$ cat config.mk
export PLATFORM = sky130hd
export DESIGN_NAME = sha1_message_digest
export DESIGN_NICKNAME = d
export VERILOG_FILES = /design/src/rtl/sha1md_pkg.sv /design/src/rtl/sha1md_front.sv /design/src/rtl/sha1md_queue.sv /design/src/rtl/sha1md_engine.sv /design/src/rtl/sha1_message_digest.sv
export SDC_FILE = /design/constraint.sdc
export NUM_CORES = 2
export LEC_CHECK = 0
export ABC_AREA = 1
export BUFFER_PORTS_ARGS = -buffer_cell sky130_fd_sc_hd__clkbuf_2
export CAP_MARGIN = 20
export CORE_MARGIN = 2
export CORE_UTILIZATION = 57
export DETAILED_ROUTE_END_ITERATION = 10
export PLACE_DENSITY = 0.85
export SETUP_SLACK_MARGIN = 0.1
export SYNTH_ARGS = -nofsm -noshare
export SYNTH_HDL_FRONTEND = slang
export SYNTH_SLANG_ARGS = --single-unit
$ cat constraint.sdc
create_clock -name clk -period 23.2 [get_ports clk]
set_input_delay 4.64 -clock clk [delete_from_list [all_inputs] [get_ports clk]]
set_output_delay 4.64 -clock clk [all_outputs]
set_load 0.005 [all_outputs]
$ cat src/rtl/sha1md_pkg.sv
// shared types and constants for the sha-1 message digest block
package sha1md_pkg;

    // sha-1 initial chaining values
    localparam logic [31:0] H_INIT_0 = 32'h67452301;
    localparam logic [31:0] H_INIT_1 = 32'hEFCDAB89;
    localparam logic [31:0] H_INIT_2 = 32'h98BADCFE;
    localparam logic [31:0] H_INIT_3 = 32'h10325476;
    localparam logic [31:0] H_INIT_4 = 32'hC3D2E1F0;

    // round constants, one per group of twenty rounds
    localparam logic [31:0] K_ROUND_0 = 32'h5A827999;
    localparam logic [31:0] K_ROUND_1 = 32'h6ED9EBA1;
    localparam logic [31:0] K_ROUND_2 = 32'h8F1BBCDC;
    localparam logic [31:0] K_ROUND_3 = 32'hCA62C1D6;

    // first padding byte
    localparam logic [7:0] PAD_MARK = 8'h80;

    // block geometry
    localparam int         BLOCK_BITS = 512;
    localparam logic [6:0] LAST_ROUND = 7'd79;
    localparam logic [5:0] LAST_BYTE  = 6'd63;
    localparam logic [5:0] LEN_START  = 6'd56;

    // message byte word
    typedef struct packed {
        logic [7:0] data_byte;
        logic       byte_valid;
        logic       last;
    } msg_word_t;

    // digest word
    typedef struct packed {
        logic [31:0] digest_0;
        logic [31:0] digest_1;
        logic [31:0] digest_2;
        logic [31:0] digest_3;
        logic [31:0] digest_4;
        logic        overflow_error;
    } digest_word_t;

    // classified command from the front end to the compression engine
    typedef struct packed {
        logic        has_byte;
        logic [7:0]  data;
        logic        finish;
        logic        fault;
        logic [63:0] bit_count;
    } cmd_t;

    // queue status seen by the front end and the engine
    typedef struct packed {
        logic full;
        logic not_empty;
    } queue_status_t;

endpackage

$ cat src/rtl/sha1md_front.sv
// front end: accepts message words, keeps the bit count and classifies items
module sha1md_front (
    input  logic                    clk,
    input  logic                    rst_n,
    input  logic                    msg_valid,
    output logic                    msg_stall,
    input  sha1md_pkg::msg_word_t   msg,
    input  sha1md_pkg::queue_status_t q_status,
    output logic                    push,
    output sha1md_pkg::cmd_t        push_cmd
);
    import sha1md_pkg::*;

    logic [63:0] count_reg, count_next;
    logic        fault_reg, fault_next;
    logic        take_byte;
    logic        accept;
    logic [63:0] count_inc;

    assign msg_stall = q_status.full;
    assign accept    = msg_valid && !q_status.full;
    assign take_byte = msg.byte_valid && !fault_reg;
    assign count_inc = count_reg + 64'd8;

    // length count and overflow flag
    always_comb
    begin
        count_next = count_reg;
        fault_next = fault_reg;
        if (accept)
        begin
            if (take_byte)
            begin
                count_next = count_inc;
                if (count_inc == 64'd0)
                begin
                    fault_next = 1'b1;
                end
            end
            if (msg.last)
            begin
                count_next = 64'd0;
                fault_next = 1'b0;
            end
        end
    end

    // command toward the engine; idle items are dropped here
    always_comb
    begin
        push               = accept && (take_byte || msg.last);
        push_cmd.has_byte  = take_byte;
        push_cmd.data      = msg.data_byte;
        push_cmd.finish    = msg.last;
        push_cmd.fault     = msg.last && (fault_reg || (take_byte && count_inc == 64'd0));
        push_cmd.bit_count = take_byte ? count_inc : count_reg;
    end

    always_ff @(posedge clk or negedge rst_n)
    begin
        if (!rst_n)
        begin
            count_reg <= 64'd0;
            fault_reg <= 1'b0;
        end
        else
        begin
            count_reg <= count_next;
            fault_reg <= fault_next;
        end
    end

endmodule

$ cat src/rtl/sha1md_queue.sv
// short command queue between the front end and the compression engine
module sha1md_queue #(
    parameter int DEPTH = 4
) (
    input  logic                      clk,
    input  logic                      rst_n,
    input  logic                      push,
    input  sha1md_pkg::cmd_t          push_cmd,
    input  logic                      pop,
    output sha1md_pkg::cmd_t          head_cmd,
    output sha1md_pkg::queue_status_t q_status
);
    import sha1md_pkg::*;

    localparam int PTR_W = (DEPTH > 1) ? $clog2(DEPTH) : 1;
    localparam int CNT_W = $clog2(DEPTH + 1);
    localparam logic [PTR_W-1:0] PTR_LAST = PTR_W'(DEPTH - 1);
    localparam logic [CNT_W-1:0] CNT_FULL = CNT_W'(DEPTH);

    cmd_t             slot_reg [DEPTH];
    logic [PTR_W-1:0] wr_ptr_reg, rd_ptr_reg;
    logic [CNT_W-1:0] count_reg;
    logic             do_push, do_pop;

    assign q_status.full      = (count_reg == CNT_FULL);
    assign q_status.not_empty = (count_reg != '0);
    assign do_push            = push && !q_status.full;
    assign do_pop             = pop && q_status.not_empty;
    assign head_cmd           = slot_reg[rd_ptr_reg];

    // storage
    always_ff @(posedge clk)
    begin
        if (do_push)
        begin
            slot_reg[wr_ptr_reg] <= push_cmd;
        end
    end

    // pointers and fill count
    always_ff @(posedge clk or negedge rst_n)
    begin
        if (!rst_n)
        begin
            wr_ptr_reg <= '0;
            rd_ptr_reg <= '0;
            count_reg  <= '0;
        end
        else
        begin
            if (do_push)
            begin
                wr_ptr_reg <= (wr_ptr_reg == PTR_LAST) ? '0 : wr_ptr_reg + 1'b1;
            end
            if (do_pop)
            begin
                rd_ptr_reg <= (rd_ptr_reg == PTR_LAST) ? '0 : rd_ptr_reg + 1'b1;
            end
            if (do_push && !do_pop)
            begin
                count_reg <= count_reg + 1'b1;
            end
            else if (do_pop && !do_push)
            begin
                count_reg <= count_reg - 1'b1;
            end
        end
    end

`ifndef SYNTH
    // count never goes past the depth
    assert property (@(posedge clk) disable iff (!rst_n) count_reg <= CNT_FULL)
        else $error("queue count out of range");
    // a push into a full queue is refused by holding the count
    assert property (@(posedge clk) disable iff (!rst_n)
        (q_status.full && push && !pop) |=> q_status.full)
        else $error("queue lost its full state");
    // pointers agree with the count when the queue is empty
    assert property (@(posedge clk) disable iff (!rst_n)
        (count_reg == '0) |-> (wr_ptr_reg == rd_ptr_reg))
        else $error("queue pointers disagree while empty");
`endif

endmodule

$ cat src/rtl/sha1md_engine.sv
// compression engine: block buffer, padding sequencer, 80-round core, digest register
module sha1md_engine (
    input  logic                      clk,
    input  logic                      rst_n,
    input  sha1md_pkg::queue_status_t q_status,
    input  sha1md_pkg::cmd_t          head_cmd,
    output logic                      pop,
    output logic                      digest_valid,
    input  logic                      digest_stall,
    output sha1md_pkg::digest_word_t  digest
);
    import sha1md_pkg::*;

    typedef enum logic [3:0] {
        ST_IDLE  = 4'b0001,
        ST_PAD   = 4'b0010,
        ST_ROUND = 4'b0100,
        ST_HADD  = 4'b1000
    } state_t;

    state_t               state_reg, state_next;
    logic [5:0]           fill_reg, fill_next;
    logic [6:0]           round_reg, round_next;
    logic                 fin_reg, fin_next;
    logic                 mark_reg, mark_next;
    logic                 len_blk_reg, len_blk_next;
    logic                 final_reg, final_next;
    logic                 out_valid_reg, out_valid_next;
    logic [4:0][31:0]     h_reg, h_next;
    logic [BLOCK_BITS-1:0] blk_reg, blk_next;
    logic [31:0]          a_reg, b_reg, c_reg, d_reg, e_reg;
    logic [31:0]          a_next, b_next, c_next, d_next, e_next;
    logic [63:0]          len_reg, len_next;
    digest_word_t         out_reg, out_next;

    logic                 slot_free;
    logic [31:0]          w0, w2, w8, w13, w_mix, w_new;
    logic [31:0]          f_val, k_val, t_val;
    logic [4:0][31:0]     h_sum;
    logic [4:0][31:0]     h_init;
    logic [7:0]           pad_byte;

    assign h_init    = {H_INIT_4, H_INIT_3, H_INIT_2, H_INIT_1, H_INIT_0};
    assign slot_free = !out_valid_reg || !digest_stall;

    // message schedule window: word t at the top of the block register
    assign w0    = blk_reg[511:480];
    assign w2    = blk_reg[447:416];
    assign w8    = blk_reg[255:224];
    assign w13   = blk_reg[95:64];
    assign w_mix = w13 ^ w8 ^ w2 ^ w0;
    assign w_new = {w_mix[30:0], w_mix[31]};

    // round function and constant by round group
    always_comb
    begin
        case (round_reg) inside
            [7'd0:7'd19]:
            begin
                f_val = (b_reg & c_reg) | (~b_reg & d_reg);
                k_val = K_ROUND_0;
            end
            [7'd20:7'd39]:
            begin
                f_val = b_reg ^ c_reg ^ d_reg;
                k_val = K_ROUND_1;
            end
            [7'd40:7'd59]:
            begin
                f_val = (b_reg & c_reg) | (b_reg & d_reg) | (c_reg & d_reg);
                k_val = K_ROUND_2;
            end
            default:
            begin
                f_val = b_reg ^ c_reg ^ d_reg;
                k_val = K_ROUND_3;
            end
        endcase
    end

    assign t_val = {a_reg[26:0], a_reg[31:27]} + f_val + e_reg + w0 + k_val;

    // chaining update after the last round
    assign h_sum[0] = h_reg[0] + a_reg;
    assign h_sum[1] = h_reg[1] + b_reg;
    assign h_sum[2] = h_reg[2] + c_reg;
    assign h_sum[3] = h_reg[3] + d_reg;
    assign h_sum[4] = h_reg[4] + e_reg;

    // padding byte: marker, zeros, then the big-endian bit count
    always_comb
    begin
        if (!mark_reg)
        begin
            pad_byte = PAD_MARK;
        end
        else if (len_blk_reg && fill_reg >= LEN_START)
        begin
            pad_byte = len_reg[63:56];
        end
        else
        begin
            pad_byte = 8'd0;
        end
    end

    // sequencer
    always_comb
    begin
        state_next     = state_reg;
        fill_next      = fill_reg;
        round_next     = round_reg;
        fin_next       = fin_reg;
        mark_next      = mark_reg;
        len_blk_next   = len_blk_reg;
        final_next     = final_reg;
        out_valid_next = out_valid_reg && digest_stall;
        h_next         = h_reg;
        blk_next       = blk_reg;
        a_next         = a_reg;
        b_next         = b_reg;
        c_next         = c_reg;
        d_next         = d_reg;
        e_next         = e_reg;
        len_next       = len_reg;
        out_next       = out_reg;
        pop            = 1'b0;

        case (state_reg)
            ST_IDLE:
            begin
                if (q_status.not_empty)
                begin
                    if (head_cmd.finish && head_cmd.fault)
                    begin
                        // length overflow: zero digest with the error flag
                        if (slot_free)
                        begin
                            pop            = 1'b1;
                            out_valid_next = 1'b1;
                            out_next       = '0;
                            out_next.overflow_error = 1'b1;
                            h_next         = h_init;
                            fill_next      = 6'd0;
                        end
                    end
                    else
                    begin
                        pop        = 1'b1;
                        fin_next   = head_cmd.finish;
                        mark_next  = 1'b0;
                        final_next = 1'b0;
                        len_next   = head_cmd.bit_count;
                        if (head_cmd.has_byte)
                        begin
                            blk_next  = {blk_reg[BLOCK_BITS-9:0], head_cmd.data};
                            fill_next = fill_reg + 6'd1;
                            if (fill_reg == LAST_BYTE)
                            begin
                                state_next = ST_ROUND;
                                round_next = 7'd0;
                                a_next     = h_reg[0];
                                b_next     = h_reg[1];
                                c_next     = h_reg[2];
                                d_next     = h_reg[3];
                                e_next     = h_reg[4];
                            end
                            else if (head_cmd.finish)
                            begin
                                state_next = ST_PAD;
                            end
                        end
                        else if (head_cmd.finish)
                        begin
                            state_next = ST_PAD;
                        end
                    end
                end
            end

            ST_PAD:
            begin
                blk_next  = {blk_reg[BLOCK_BITS-9:0], pad_byte};
                fill_next = fill_reg + 6'd1;
                if (!mark_reg)
                begin
                    mark_next    = 1'b1;
                    len_blk_next = (fill_reg < LEN_START);
                end
                else if (len_blk_reg && fill_reg >= LEN_START)
                begin
                    len_next = {len_reg[55:0], 8'd0};
                end
                if (fill_reg == LAST_BYTE)
                begin
                    state_next = ST_ROUND;
                    round_next = 7'd0;
                    final_next = mark_reg && len_blk_reg;
                    a_next     = h_reg[0];
                    b_next     = h_reg[1];
                    c_next     = h_reg[2];
                    d_next     = h_reg[3];
                    e_next     = h_reg[4];
                end
            end

            ST_ROUND:
            begin
                a_next     = t_val;
                b_next     = a_reg;
                c_next     = {b_reg[1:0], b_reg[31:2]};
                d_next     = c_reg;
                e_next     = d_reg;
                blk_next   = {blk_reg[BLOCK_BITS-33:0], w_new};
                round_next = round_reg + 7'd1;
                if (round_reg == LAST_ROUND)
                begin
                    state_next = ST_HADD;
                end
            end

            ST_HADD:
            begin
                if (fin_reg && final_reg)
                begin
                    // final block done: hand out the digest and restart
                    if (slot_free)
                    begin
                        out_valid_next          = 1'b1;
                        out_next.digest_0       = h_sum[0];
                        out_next.digest_1       = h_sum[1];
                        out_next.digest_2       = h_sum[2];
                        out_next.digest_3       = h_sum[3];
                        out_next.digest_4       = h_sum[4];
                        out_next.overflow_error = 1'b0;
                        h_next                  = h_init;
                        fin_next                = 1'b0;
                        final_next              = 1'b0;
                        state_next              = ST_IDLE;
                    end
                end
                else
                begin
                    h_next = h_sum;
                    if (fin_reg)
                    begin
                        len_blk_next = 1'b1;
                        state_next   = ST_PAD;
                    end
                    else
                    begin
                        state_next = ST_IDLE;
                    end
                end
            end

            default:
            begin
                state_next = ST_IDLE;
            end
        endcase
    end

    // control state and chaining words
    always_ff @(posedge clk or negedge rst_n)
    begin
        if (!rst_n)
        begin
            state_reg     <= ST_IDLE;
            fill_reg      <= 6'd0;
            round_reg     <= 7'd0;
            fin_reg       <= 1'b0;
            mark_reg      <= 1'b0;
            len_blk_reg   <= 1'b0;
            final_reg     <= 1'b0;
            out_valid_reg <= 1'b0;
            h_reg         <= {H_INIT_4, H_INIT_3, H_INIT_2, H_INIT_1, H_INIT_0};
        end
        else
        begin
            state_reg     <= state_next;
            fill_reg      <= fill_next;
            round_reg     <= round_next;
            fin_reg       <= fin_next;
            mark_reg      <= mark_next;
            len_blk_reg   <= len_blk_next;
            final_reg     <= final_next;
            out_valid_reg <= out_valid_next;
            h_reg         <= h_next;
        end
    end

    // datapath registers
    always_ff @(posedge clk)
    begin
        blk_reg <= blk_next;
        a_reg   <= a_next;
        b_reg   <= b_next;
        c_reg   <= c_next;
        d_reg   <= d_next;
        e_reg   <= e_next;
        len_reg <= len_next;
        out_reg <= out_next;
    end

    assign digest_valid = out_valid_reg;
    assign digest       = out_reg;

`ifndef SYNTH
    // the round counter stays inside the 80 rounds
    assert property (@(posedge clk) disable iff (!rst_n)
        (state_reg == ST_ROUND) |-> (round_reg <= LAST_ROUND))
        else $error("round counter past last round");
    // a block under compression leaves the fill count at zero
    assert property (@(posedge clk) disable iff (!rst_n)
        (state_reg == ST_ROUND) |-> (fill_reg == 6'd0))
        else $error("fill count moved during compression");
    // a finished final block with a free slot produces a digest
    assert property (@(posedge clk) disable iff (!rst_n)
        (state_reg == ST_HADD && fin_reg && final_reg && slot_free) |=> out_valid_reg)
        else $error("final block did not produce a digest");
    // an overflow result carries an all-zero digest; the first and last words are checked
    assert property (@(posedge clk) disable iff (!rst_n)
        (out_valid_reg && out_reg.overflow_error) |->
        (out_reg.digest_0 == 32'd0 && out_reg.digest_4 == 32'd0))
        else $error("overflow result with nonzero digest");
    // commands are only taken while the engine is idle
    assert property (@(posedge clk) disable iff (!rst_n)
        pop |-> (state_reg == ST_IDLE))
        else $error("command taken while busy");
`endif

endmodule

$ cat src/rtl/sha1_message_digest.sv
// top level of the sha-1 message digest block
//
//  channel  direction  handshake                 word
//  msg      in         msg_valid / msg_stall     data_byte, byte_valid, last
//  digest   out        digest_valid / digest_stall  digest_0..4, overflow_error
//
// the engine loads a 64-byte block one byte at a time from the queue, then
// runs 80 rounds on the one-round-per-cycle compression core and one
// chaining add. the last word adds 9 to 72 padding bytes and one or two
// more compressions.
// reset clears the chaining words to the initial values and empties the queue.
// a stalled digest stays in its output register while bytes keep flowing
// through the queue; only the next digest waits for it.
module sha1_message_digest #(
    parameter int QUEUE_DEPTH = 4
) (
    input  logic                     clk,
    input  logic                     rst_n,
    input  logic                     msg_valid,
    output logic                     msg_stall,
    input  sha1md_pkg::msg_word_t    msg,
    output logic                     digest_valid,
    input  logic                     digest_stall,
    output sha1md_pkg::digest_word_t digest
);
    import sha1md_pkg::*;

    queue_status_t q_status;
    logic          push, pop;
    cmd_t          push_cmd, head_cmd;

    // byte intake and classification
    sha1md_front u_front (
        .clk      (clk),
        .rst_n    (rst_n),
        .msg_valid(msg_valid),
        .msg_stall(msg_stall),
        .msg      (msg),
        .q_status (q_status),
        .push     (push),
        .push_cmd (push_cmd)
    );

    // command queue
    sha1md_queue #(
        .DEPTH(QUEUE_DEPTH)
    ) u_queue (
        .clk     (clk),
        .rst_n   (rst_n),
        .push    (push),
        .push_cmd(push_cmd),
        .pop     (pop),
        .head_cmd(head_cmd),
        .q_status(q_status)
    );

    // compression and digest output
    sha1md_engine u_engine (
        .clk         (clk),
        .rst_n       (rst_n),
        .q_status    (q_status),
        .head_cmd    (head_cmd),
        .pop         (pop),
        .digest_valid(digest_valid),
        .digest_stall(digest_stall),
        .digest      (digest)
    );

endmodule

After elaboration in Yosys (flattened, before gate mapping)
Memory sizes are Yosys's and may differ from the RTL's. Index checks and enable logic that the tools add are counted.

Add/subtract/negate cells: 16. Order comparisons: 8. Eq/ne operators: 26. Muxes and demuxes: 108. Bitwise logic cells: 13. Reductions and logical operators: 47.

Operators by type and width (number): two-way mux 512 bit (3); case mux 512 bit (3 select lines) (1); two-way mux 161 bit (5); two-way mux 32 bit (25); two-way mux 160 bit (4); case mux 32 bit (3 select lines) (5); two-way mux 64 bit (6); case mux 161 bit (2 select lines) (1); case mux 160 bit (2 select lines) (1); adder 32 bit (9); XOR 32 bit (5); bitwise AND 32 bit (4); case mux 64 bit (2 select lines) (1); OR 32 bit (3); adder 64 x 4 -> 64 bit, second input constant (1); zero test 64 bit (1); two-way mux 4 bit (9); NOT 32 bit (1); two-way mux 31 bit (1); two-way mux 7 bit (4); two-way mux 6 bit (4); two-way mux 1 bit (23); case mux 7 bit (3 select lines) (1); != test 2 x 1 -> 1 bit, second input constant (9); 38 further kinds (91).

Register bits after elaboration: 1151. RAM bits: 300. Input port bits: 14. Output and inout bits: 163. Word-level logic and storage cells: 250. Memories: 1.

Memories: u_queue.slot_reg (words 4, bits a word 75, rd ports 1, clocked after Yosys merged registers in 0, write ports 1, line sha1md_queue.sv:20) `cmd_t slot_reg [DEPTH];`.

Depth between registers and ports, before layout
Word-level depth: 11. Depth in mapped cells: 35. Depth with buffers taken out: 34.

By module
Synthesis repeated with hierarchy kept, for this count alone.

Cell total of the unflattened synthesis: 8813. Area total of the unflattened synthesis: 78883.2 µm².

By module, submodules not included: sha1md_engine (instances 1, cells each 6944, area an instance 60596.9 µm², seq. area each 31591.5 µm²); sha1md_queue (instances 1, cells each 936, area an instance 12828.6 µm², seq. area each 9183.8 µm²); sha1md_front (instances 1, cells each 933, area an instance 5457.7 µm², seq. area each 1551.5 µm²).

Least setup slack after synthesis
No wires, ideal clock.

Path type: reg2reg. Start point: register u_queue.rd_ptr_reg[1]. End point: register u_engine.a_reg[0], enable pin. Setup time: 0.429 ns. Data arrival time: 24.191 ns. Data required time: 22.771 ns. Setup slack: -1.420 ns. Cell stages (with the launch flop): 12. Buffers on the path: 2. Clock period less this slack: 24.620 ns. Path through: dfrtp_1 buf_4 inv_2 buf_6 a32oi_2 nand2_2 nor2_1 inv_1 nand2_1 nor3_2 a21oi_2 inv_2.

Cells in the longest elaborated chain, start to end: 4. Elaborated cells on any way between the ends: 5. Those cells by class: eq/ne (2); reduce/logical (2); memory (1).

Ends and longest elaborated chain: start: declaration (line sha1md_queue.sv:21) `logic [PTR_W-1:0] wr_ptr_reg, rd_ptr_reg;`; start signal: assignment (line sha1md_queue.sv:57) `rd_ptr_reg <= (rd_ptr_reg == PTR_LAST) ? '0 : rd_ptr_reg + 1'b1;`; memory (4 x 75 bit) *; logical AND 1 bit (line sha1md_engine.sv:134) `if (head_cmd.finish && head_cmd.fault)`; != test 2 bit (no line); AND reduction 4 bit (no line) *; end signal: assignment (line sha1md_engine.sv:297) `a_reg <= a_next;`; end: declaration (line sha1md_engine.sv:31) `logic [31:0] a_reg, b_reg, c_reg, d_reg, e_reg;`.

Mark *: on every way between the ends. The rest lies on a longest branch, timed or not. A chain may end at the register's enable or synchronous reset.

Worst setup path after layout
Start point: input port msg_valid. End point: memory u_queue.slot_reg[3][40] (netlist name), enable pin.

Cells in the longest elaborated chain, start to end: 5.

Ends and longest elaborated chain: start: declaration (line sha1_message_digest.sv:19) `input logic msg_valid,`; logical AND 1 bit (line sha1md_front.sv:21) `assign accept = msg_valid && !q_status.full;`; logical AND 1 bit (line sha1md_front.sv:51) `push = accept && (take_byte || msg.last);`; logical AND 1 bit (line sha1md_queue.sv:27) `assign do_push = push && !q_status.full;`; named net u_queue.do_push (line sha1md_queue.sv:23) `logic do_push, do_pop;`; two-way mux 1 bit (line sha1md_queue.sv:34) `if (do_push)`; two-way mux 1 bit (implied by the code) (line sha1md_queue.sv:36) `slot_reg[wr_ptr_reg] <= push_cmd;`; end: declaration (line sha1md_queue.sv:20).

The timed path passes the listed nets, and every way through them passes these cells.

==> impl_metrics.csv <==
group,metric,value,unit
status,status,"complete, no violations",
synth,syn_area_per_cell,9.49,µm²
synth,ys.flop_type,"edfxtp_1",
timing,tns,0,ps
timing,maxSlewViolCount,0,
global_route,grt_usage,0.318,
critical_path,crit_required,23650,ps
clock_network,cts.sinks,1433,
power,power_frac_clock,0.189,
timing,fin_crit,7390,ps
routing,antenna_left,0,
routing,drtIter0Drc,7034,
clock_network,path_clk_slew,70,ps
finish,final_cell_mix,"1854 x nand2_1, 1182 x edfxtp_1, 949 x o21ai_0, 899 x inv_1, 803 x nor2_1",
synth,syn-cell-area,0.0750,mm²
synth,yosysWarnings,0,
synth,synth_enable_flop_cells,1182,
timing,fmax,135,MHz
finish,drive_above_1_share,0.0756,
timing,whs,502,ps
synth,yosysSeqAreaShare,0.558,
die,die_y,367,µm
routing,drc,0,
routing,vias_per_cell,5.91,
global_route,gr-total-overflow,0,
finish,largest_reg_flops,512,
worst_hold_path,holdCritPathClass,"register to register",
placement,place.gp.congestion,1.06,
finish,area.growth.synth_to_final,9.87,%
critical_path,start_kind,"primary input",
power,sw_frac_of_total,0.429,
timing,slew_headroom,0.229,
placement,io_buffer_count,176,
routing,vias,58300,
power,internal-power,7.29,mW
synth,synthArstFlopShare,0.175,
power,power_frac_seq,0.387,
clock_network,cts_hold_buf,0,
clock_network,cts_setup_buffers,0,
clock_network,cts-resized-gates,0,
finish,final_common_cell,"nand2_1",
routing,wl_per_cell,22.0,µm
finish,design_area,0.0824,mm²
routing,firstDrtPassIters,9,
critical_path,critPathKind,"primary input to register",
die,dieArea,0.135,mm²
critical_path,endpoint_kind,"register",
power,pwr_density_cell,155,mW/mm²
power,p_comb_frac,0.424,
die,std_cell_rows,133,
synth,ys_types,60,
critical_path,cp.arrival,7840,ps
global_route,grt_pass1_wl,328000,µm
clock_network,cts_tree,"built",
global_route,grt_max_degree,189,
timing,rsz0062_at_grt,"no",
clock_network,cts_max_level,4,
critical_path,crit_path_max_fanout,61,
die,ios,177,
placement,post-dp-hpwl,153000,µm
die,core-area,0.131,mm²
run,max_cap_viol_count,0,
timing,setup_viol,0,
clock_network,cts_buffer_depth,3,
global_route,grt_pass1_vias,56000,
global_route,antenna_found_initial,3,
clock_network,cts_buffers,148,
routing,drt-total-wl,217000,µm
die,die_w,367,µm
clock_network,clkLatencyLatePin,830,ps
die,start_util,0.572,
power,ir_drop,212,µV
timing,skew,46.0,ps
synth,synthCells,7905,
power,power.switching,5.47,mW
finish,fin_nets,8354,
synth,synth_seq_cells,1433,
synth,syn_nets,8276,
power,leakage,33.5,nW
finish,insertedDiodeCount,0,
timing,finalHoldViolCount,0,
timing,fin_crit_sh,0.319,
placement,placed_area,0.0774,mm²
clock_network,root_buffer,"clkbuf_16",
timing,tightest_slew,1160,ps
-- synthesized netlist by cell type (all sizes together), types with 8 or more instances --
cell type     n  area (µm²)
nand2      1867        7050
edfxtp     1182       35500
o21ai       982        4910
inv         911        3420
nor2        836        3250
a21oi       321        1620
clkbuf      260         976
ha          232        2900
dfrtp       170        4250
nand3       148         746
fa          125        2500
o22ai       123         769
xor2        121        1060
xnor2       120        1050
dfstp        81        2130
a31oi        73         457
nor3         47         245
nand4        42         263
buf          40         240
a21o         33         248
a22oi        33         248
o21bai       26         195
a211oi       17         128
o211ai       16         120
nor4         14        87.6
nand3b       12        90.1
or2          12        75.1
o21a         11        82.6
o221ai       11        96.3
a21boi        8        60.1
-- worst paths after layout --
path / depth (start not counted) / from / endpoint / slack (ps)
setup / recovery: 9 / msg_valid / u_queue.slot_reg[3][40] / 15810
max in group asynchronous: 3 / rst_n / u_engine.h_reg[149] / 17130
setup reg to reg: 34 / u_engine.round_reg[2] / u_engine.a_reg[23] / 16300
hold / removal: 2 / u_engine.h_reg[133] / u_engine.h_reg[133] / 500
hold reg to reg: 2 / u_engine.h_reg[133] / u_engine.h_reg[133] / 500
min in group asynchronous: 1 / rst_n / u_engine.h_reg[20] / 3800
-- per-stage QoR --
stage,power [mW],util,setup WS [ps],instances
2_1_floorplan,8.69,-,5440,7905
6_report,12.8,0.629,15810,9865
3_5_place_dp,10.2,0.590,14990,9585
4_1_cts,12.6,0.628,15860,9862
5_1_grt,13.5,0.629,15660,9865
3_3_place_gp,10.0,0.590,15140,9585
-- worst max-delay path, stage by stage --
cell and delay (ps):
clkbuf_2 80, inv_1 50, nor2_4 90, buf_4 510, inv_1 370, a21oi_1 460
inv_1 280, nor2_4 410, buf_4 780
-- cell families after synthesis --
| kind of cell | count (synthesis) | synth area share |
|---|---|---|
| adder cells (fa/ha/maj) | 357 | 0.0720 |
| flip-flops | 1433 | 0.558 |
| AND/OR/NAND/NOR | 2982 | 0.158 |
| multiplexers | 1 | 0.000150 |
| XOR/XNOR | 241 | 0.0281 |
| buffers and inverters | 1212 | 0.0618 |
| AO/OA/AOI/OAI | 1679 | 0.122 |
-- layer usage --
layer	share of wire	track usage	up-vias
met5	0.00020	0	-
met4	0.051	0.148	6
met3	0.092	0.0588	566
met2	0.46	0.503	3015
met1	0.40	0.428	28000
li1	-	-	26700
-- cell type report --
| cell class | instances | area (µm²) |
|---|---|---|
| clock inverters | 78 | 926 |
| well taps | 1755 | 2200 |
| clock buffers | 199 | 4050 |
| multi-input cells | 5260 | 28600 |
| fillers | 10400 | 48700 |
| flip-flops and latches | 1433 | 41900 |
| inverters | 912 | 3440 |
| repair buffers | 228 | 1350 |
-- power by group through the flow --
stage | Sequential [mW] | Combinational [mW] | Clock (mW)
final | 4.93 | 5.41 | 2.41
after detailed placement | 4.94 | 5.24 | 0
after floorplan | 5.04 | 3.66 | 0
after global routing | 5.01 | 5.96 | 2.53
after CTS | 4.91 | 5.30 | 2.44
after global placement | 4.90 | 5.11 | 0
Note: power is estimated with default switching activity, not from simulation.
